<file path="config.mk">
export PLATFORM = sky130hd
export DESIGN_NAME = mi4_divider
export DESIGN_NICKNAME = d
export VERILOG_FILES = /design/src/rtl/matrix4_inverse_macros.svh /design/src/rtl/mi4_pkg.sv /design/src/rtl/mi4_divider.sv
export SDC_FILE = /design/constraint.sdc
export NUM_CORES = 1
export LEC_CHECK = 0
export BUFFER_PORTS_ARGS = -buffer_cell sky130_fd_sc_hd__clkbuf_2
export CAP_MARGIN = 20
export CORE_UTILIZATION = 54
export CTS_BUF_LIST = sky130_fd_sc_hd__clkbuf_8
export CTS_CLUSTER_DIAMETER = 150
export DETAILED_ROUTE_END_ITERATION = 6
export GPL_ROUTABILITY_DRIVEN = 0
export PLACE_DENSITY = 0.75
export SYNTH_ARGS = -nofsm -noshare
export SYNTH_HDL_FRONTEND = slang
export SYNTH_SLANG_ARGS = --single-unit
</file>
<file path="constraint.sdc">
create_clock -name clock -period 5.1 [get_ports clock]
set_input_delay 0.255 -clock clock [delete_from_list [all_inputs] [get_ports clock]]
set_output_delay 0.255 -clock clock [all_outputs]
set_load 0.01 [all_outputs]
</file>
<file path="src/rtl/matrix4_inverse_macros.svh">
// assertion macros shared by the matrix inverse rtl
`ifndef MATRIX4_INVERSE_MACROS_SVH
`define MATRIX4_INVERSE_MACROS_SVH
`ifndef NO_ASSERTIONS
`define MI4_ASSERT(lbl, clk, rst, prop, msg) \
   lbl: assert property (@(posedge clk) disable iff (rst) prop) else $error(msg);
`define MI4_ASSERT_ALWAYS(lbl, clk, prop, msg) \
   lbl: assert property (@(posedge clk) prop) else $error(msg);
`else
`define MI4_ASSERT(lbl, clk, rst, prop, msg)
`define MI4_ASSERT_ALWAYS(lbl, clk, prop, msg)
`endif
`endif

</file>
<file path="src/rtl/mi4_pkg.sv">
// shared types and constants of the matrix inverse block
package mi4_pkg;

   localparam int MAT_ENTRIES = 16;
   localparam int IDX_WIDTH   = 4;

   // divider start request
   typedef struct packed {
      logic start;
   } div_ctl_type;

   // divider status
   typedef struct packed {
      logic busy;
      logic done;
   } div_sts_type;

endpackage

</file>
<file path="src/rtl/mi4_divider.sv">
// restoring unsigned divider, one quotient bit per cycle
module mi4_divider
   import mi4_pkg::*;
#(
   parameter int NUM_WIDTH = 67,
   parameter int DEN_WIDTH = 69,
   parameter int QUO_WIDTH = 18
) (
   input  logic                 clock,
   input  logic                 reset,
   input  div_ctl_type          ctl,
   input  logic [NUM_WIDTH-1:0] num,
   input  logic [DEN_WIDTH-1:0] den,
   output div_sts_type          sts,
   output logic [QUO_WIDTH-1:0] quo
);

   localparam int SH_WIDTH  = DEN_WIDTH + QUO_WIDTH - 1;
   localparam int XW        = (NUM_WIDTH > SH_WIDTH) ? NUM_WIDTH : SH_WIDTH;
   localparam int CNT_WIDTH = $clog2(QUO_WIDTH + 1);

   logic [XW-1:0]        rem_ff;
   logic [XW-1:0]        dsh_ff;
   logic [QUO_WIDTH-1:0] quo_ff;
   logic [CNT_WIDTH-1:0] cnt_ff;
   logic                 busy_ff;
   logic                 done_ff;
   logic                 ge;

   assign ge = rem_ff >= dsh_ff;

   always_ff @(posedge clock) begin
      if (reset) begin
         busy_ff <= 1'b0;
         done_ff <= 1'b0;
      end else begin
         done_ff <= 1'b0;
         if (ctl.start) begin
            busy_ff <= 1'b1;
         end else if (busy_ff && (cnt_ff == CNT_WIDTH'(1))) begin
            busy_ff <= 1'b0;
            done_ff <= 1'b1;
         end
      end
   end

   always_ff @(posedge clock) begin
      if (ctl.start) begin
         rem_ff <= XW'(num);
         dsh_ff <= XW'(den) << (QUO_WIDTH - 1);
         cnt_ff <= CNT_WIDTH'(QUO_WIDTH);
      end else if (busy_ff) begin
         if (ge) begin
            rem_ff <= rem_ff - dsh_ff;
         end
         quo_ff <= {quo_ff[QUO_WIDTH-2:0], ge};
         dsh_ff <= dsh_ff >> 1;
         cnt_ff <= cnt_ff - CNT_WIDTH'(1);
      end
   end

   assign sts.busy = busy_ff;
   assign sts.done = done_ff;
   assign quo      = quo_ff;

endmodule

</file>
==> flow_summary.ini <==
[power]
clockPowerShare_pct = 21.2
p_per_area_nw_per_um2 = 320
power.net_switching_mw = 1.78
total_leakage_power_nw = 6.26
p_seq_share_pct = 41.5
comb_power_share_pct = 37.2
peakVddDrop_uv = 187
switching_share_pct = 37.5
p_int_mw = 2.97

[clocking]
clk_latency_ns = 0.49
root_buffer = clkbuf_8
cts_max_level = 4
cts.clk_slew.worst_paths_ns = 0.12
cts_tree = built
cts-resized-gates = 0
cts_made_buffers = 17
clockBufferDepth = 2
clock-sinks = 197

[final_layout]
instances_no_fill = 2006
syn_to_final_growth_pct = 9.68
final_cell_mix = nand2_1 (228), o21ai_0 (191), clkbuf_2 (157)
diodes = 0
final_nets = 1897
fillers = 2167
layout-drive-gt1-share_pct = 13.6
final_common_cell = nand2_1

[setup_path]
r2r-start = dsh_ff[9]$_SDFFE_PP0P_
r2r_end = rem_ff[23]$_DFFE_PP_
cp_data_arrival_time_ns = 4.30
reg2reg_slack_ns = 0.93
start_kind = flip-flop
crit_type = reg2reg
ff2ff_path_depth = 13
path_max_fanout = 34
crit_required_ns = 5.22
endpoint_kind = flip-flop

[timing]
rsz0062_at_grt = false
setup-violations-final = 0
tightest_slew_ns = 0.997
drv_slew = 0
skew_ns = 0.0211
fin_tns_setup_ns = 0
hold_viol = 0
fmax_ghz = 0.240
relSlewSlack_pct = 33.6
fin_crit_sh_pct = 81.8
period_minus_slack_ns = 4.17

[global_routing]
grt_usage_pct = 26.6
grt_pass1_vias = 11400
grt_remaining_overflow = 0
use_met3_pct = 3.64
use_met2_pct = 42.6
top_usage_layer = met2
grt_antenna_before_repair = 0
met1_usage_pct = 36.5
grt_max_degree = 102
grt_first_pass_wirelength_mm = 55.4

[drt]
first_pass_iters = 6
vias_per_cell = 5.88
drtIter0Drc = 953
ant_nets = 0
wl_mm = 33.6
vias = 11800
drc = 0
avgRoutedWirePerCell_um = 16.7

[die]
io_pins = 159
die_h_um = 160
rows = 57
die_area_um2 = 25700
initial_core_util_pct = 55.3
core_area_um2 = 24500
die-width_um = 160

[hold_path]
min-delay-start = den[11]
whs_path_depth = 3
hp-class = in2reg
hold_path_end = dsh_ff[28]$_DFFE_PP_

[synthesis]
synth_top_area_share_pct = 34.2
ys_warn_count = 0
ys.flop_type = edfxtp_1
syn-cell-area_um2 = 13500
synth_cell_types = 81
synth_edf_count = 154
ys_ff_latch = 197
ys_seq_area_share_pct = 40.5
yosys.area.top_type = edfxtp_1
synth_cells = 1565
syn_area_per_cell_um2 = 8.65
async_flop_share_pct = 0
synth_nets = 1793
synth_area_leaders = edfxtp_1 (34%), ha_1 (8.1%), o21ai_0 (7.1%), nand2_1 (6.4%), dfxtp_1 (6.4%)

[outcome]
status = finished, final reports clean

[placement]
io_buffers = 158
dpl.cell_count = 1973
hpwlAfterDp_mm = 25.0

[run]
maxCapViolCount = 0
-- sequential cells by signal, indices dropped and copies added, names as in the netlist --
register / count
cnt_ff: 5
rem_ff: 86
busy_ff: 1
quo: 18
done_ff: 1
dsh_ff: 86
-- power groups by stage --
| stage | sequential [mW] | clock (mW) | combinational, mW |
|---|---|---|---|
| after floorplan | 2.00 | 0 | 1.32 |
| after global placement | 2.00 | 0 | 1.71 |
| after detailed placement | 2.01 | 0 | 1.73 |
| after CTS | 1.97 | 1.02 | 1.75 |
| after global routing | 1.99 | 1.07 | 1.97 |
| final | 1.97 | 1.01 | 1.77 |
-- through the flow --
step	total power, mW	setup slack (ns)	hold slack, ns	utilization (%)	instance area (µm²)
floorplan	3.32	0.812	0.327	-	13500
global placement	3.72	1.11	0.427	59.1	14500
detailed placement	3.74	1.03	0.435	59.1	14500
CTS	4.74	0.974	0.0199	60.7	14800
global route	5.02	0.661	0.0291	60.7	14800
finish	4.75	0.927	0.0321	60.7	14800
-- layer usage --
metal  wire [µm]  up-vias
met4        1050        0
met3        1950       72
met5           0        -
met1       15400     5470
met2       15200      438
li1            -     5807
-- how the worst max path moves through the flow --
stage	from	end	slack (ns)	cells after the start
finish	dsh_ff[9]$_SDFFE_PP0P_	rem_ff[23]$_DFFE_PP_	0.93	13
global route	dsh_ff[17]$_DFFE_PP_	rem_ff[23]$_DFFE_PP_	0.66	13
CTS	rem_ff[18]$_DFFE_PP_	rem_ff[1]$_DFFE_PP_	0.97	12
detailed placement	rem_ff[0]$_DFFE_PP_	rem_ff[9]$_DFFE_PP_	1.03	15
global placement	rem_ff[0]$_DFFE_PP_	rem_ff[32]$_DFFE_PP_	1.11	15
floorplan	rem_ff[57]$_DFFE_PP_	rem_ff[0]$_DFFE_PP_	0.81	12
-- worst max-delay path: stages (launching register included) --
cell and delay, ns:
dfxtp_1 0.39, inv_1 0.05, ha_1 0.35, nand2_1 0.11, nor2_1 0.23, o311ai_2 0.18
a21oi_1 0.31, o2111ai_2 0.29, a2111oi_4 0.45, o31ai_4 0.14, a21oi_4 0.52, nor2_1 0.22
inv_2 0.10, buf_4 0.43
-- cell usage after synthesis, drive strengths merged, types with 10 or more instances --
| cell | number |
|---|---|
| nand2 | 230 |
| o21ai | 195 |
| edfxtp | 154 |
| a21oi | 143 |
| inv | 133 |
| ha | 88 |
| nor2 | 75 |
| clkbuf | 62 |
| xnor2 | 51 |
| a21o | 47 |
| dfxtp | 43 |
| nand4 | 42 |
| o21bai | 27 |
| nor3 | 22 |
| buf | 19 |
| mux2i | 19 |
| xor2 | 19 |
| nand3 | 17 |
| a31oi | 13 |
| o211ai | 13 |
| nor4 | 12 |
| nor2b | 11 |
| a211oi | 10 |
| o21a | 10 |
| or3 | 10 |
-- kinds of logic after synthesis --
kind of cell / share of synthesized area, %
and+or+nand+nor: 16.1
muxes: 1.49
DFF: 40.5
xor gates and xnor gates: 4.53
adders and majority gates: 8.29
buffers and inverters: 6.24
AOI/OAI and AO/OA: 22.9
-- repair_timing --
action	in CTS	in global routing
setup buffers	0	0
hold endpoints to repair	2	0
hold buffers	1	0
-- layout make-up --
class | instances | area (µm²) | share of cell area (%)
sequential | 197 | 5490 | 37.0
timing repair buffer | 166 | 872 | 5.88
multi-input combinational | 1154 | 7210 | 48.6
clock buffer | 17 | 234 | 1.58
clock inverter | 15 | 139 | 0.936
inverter | 133 | 499 | 3.36
tap | 324 | 405 | 2.73
(Power assumes the default switching activity.)
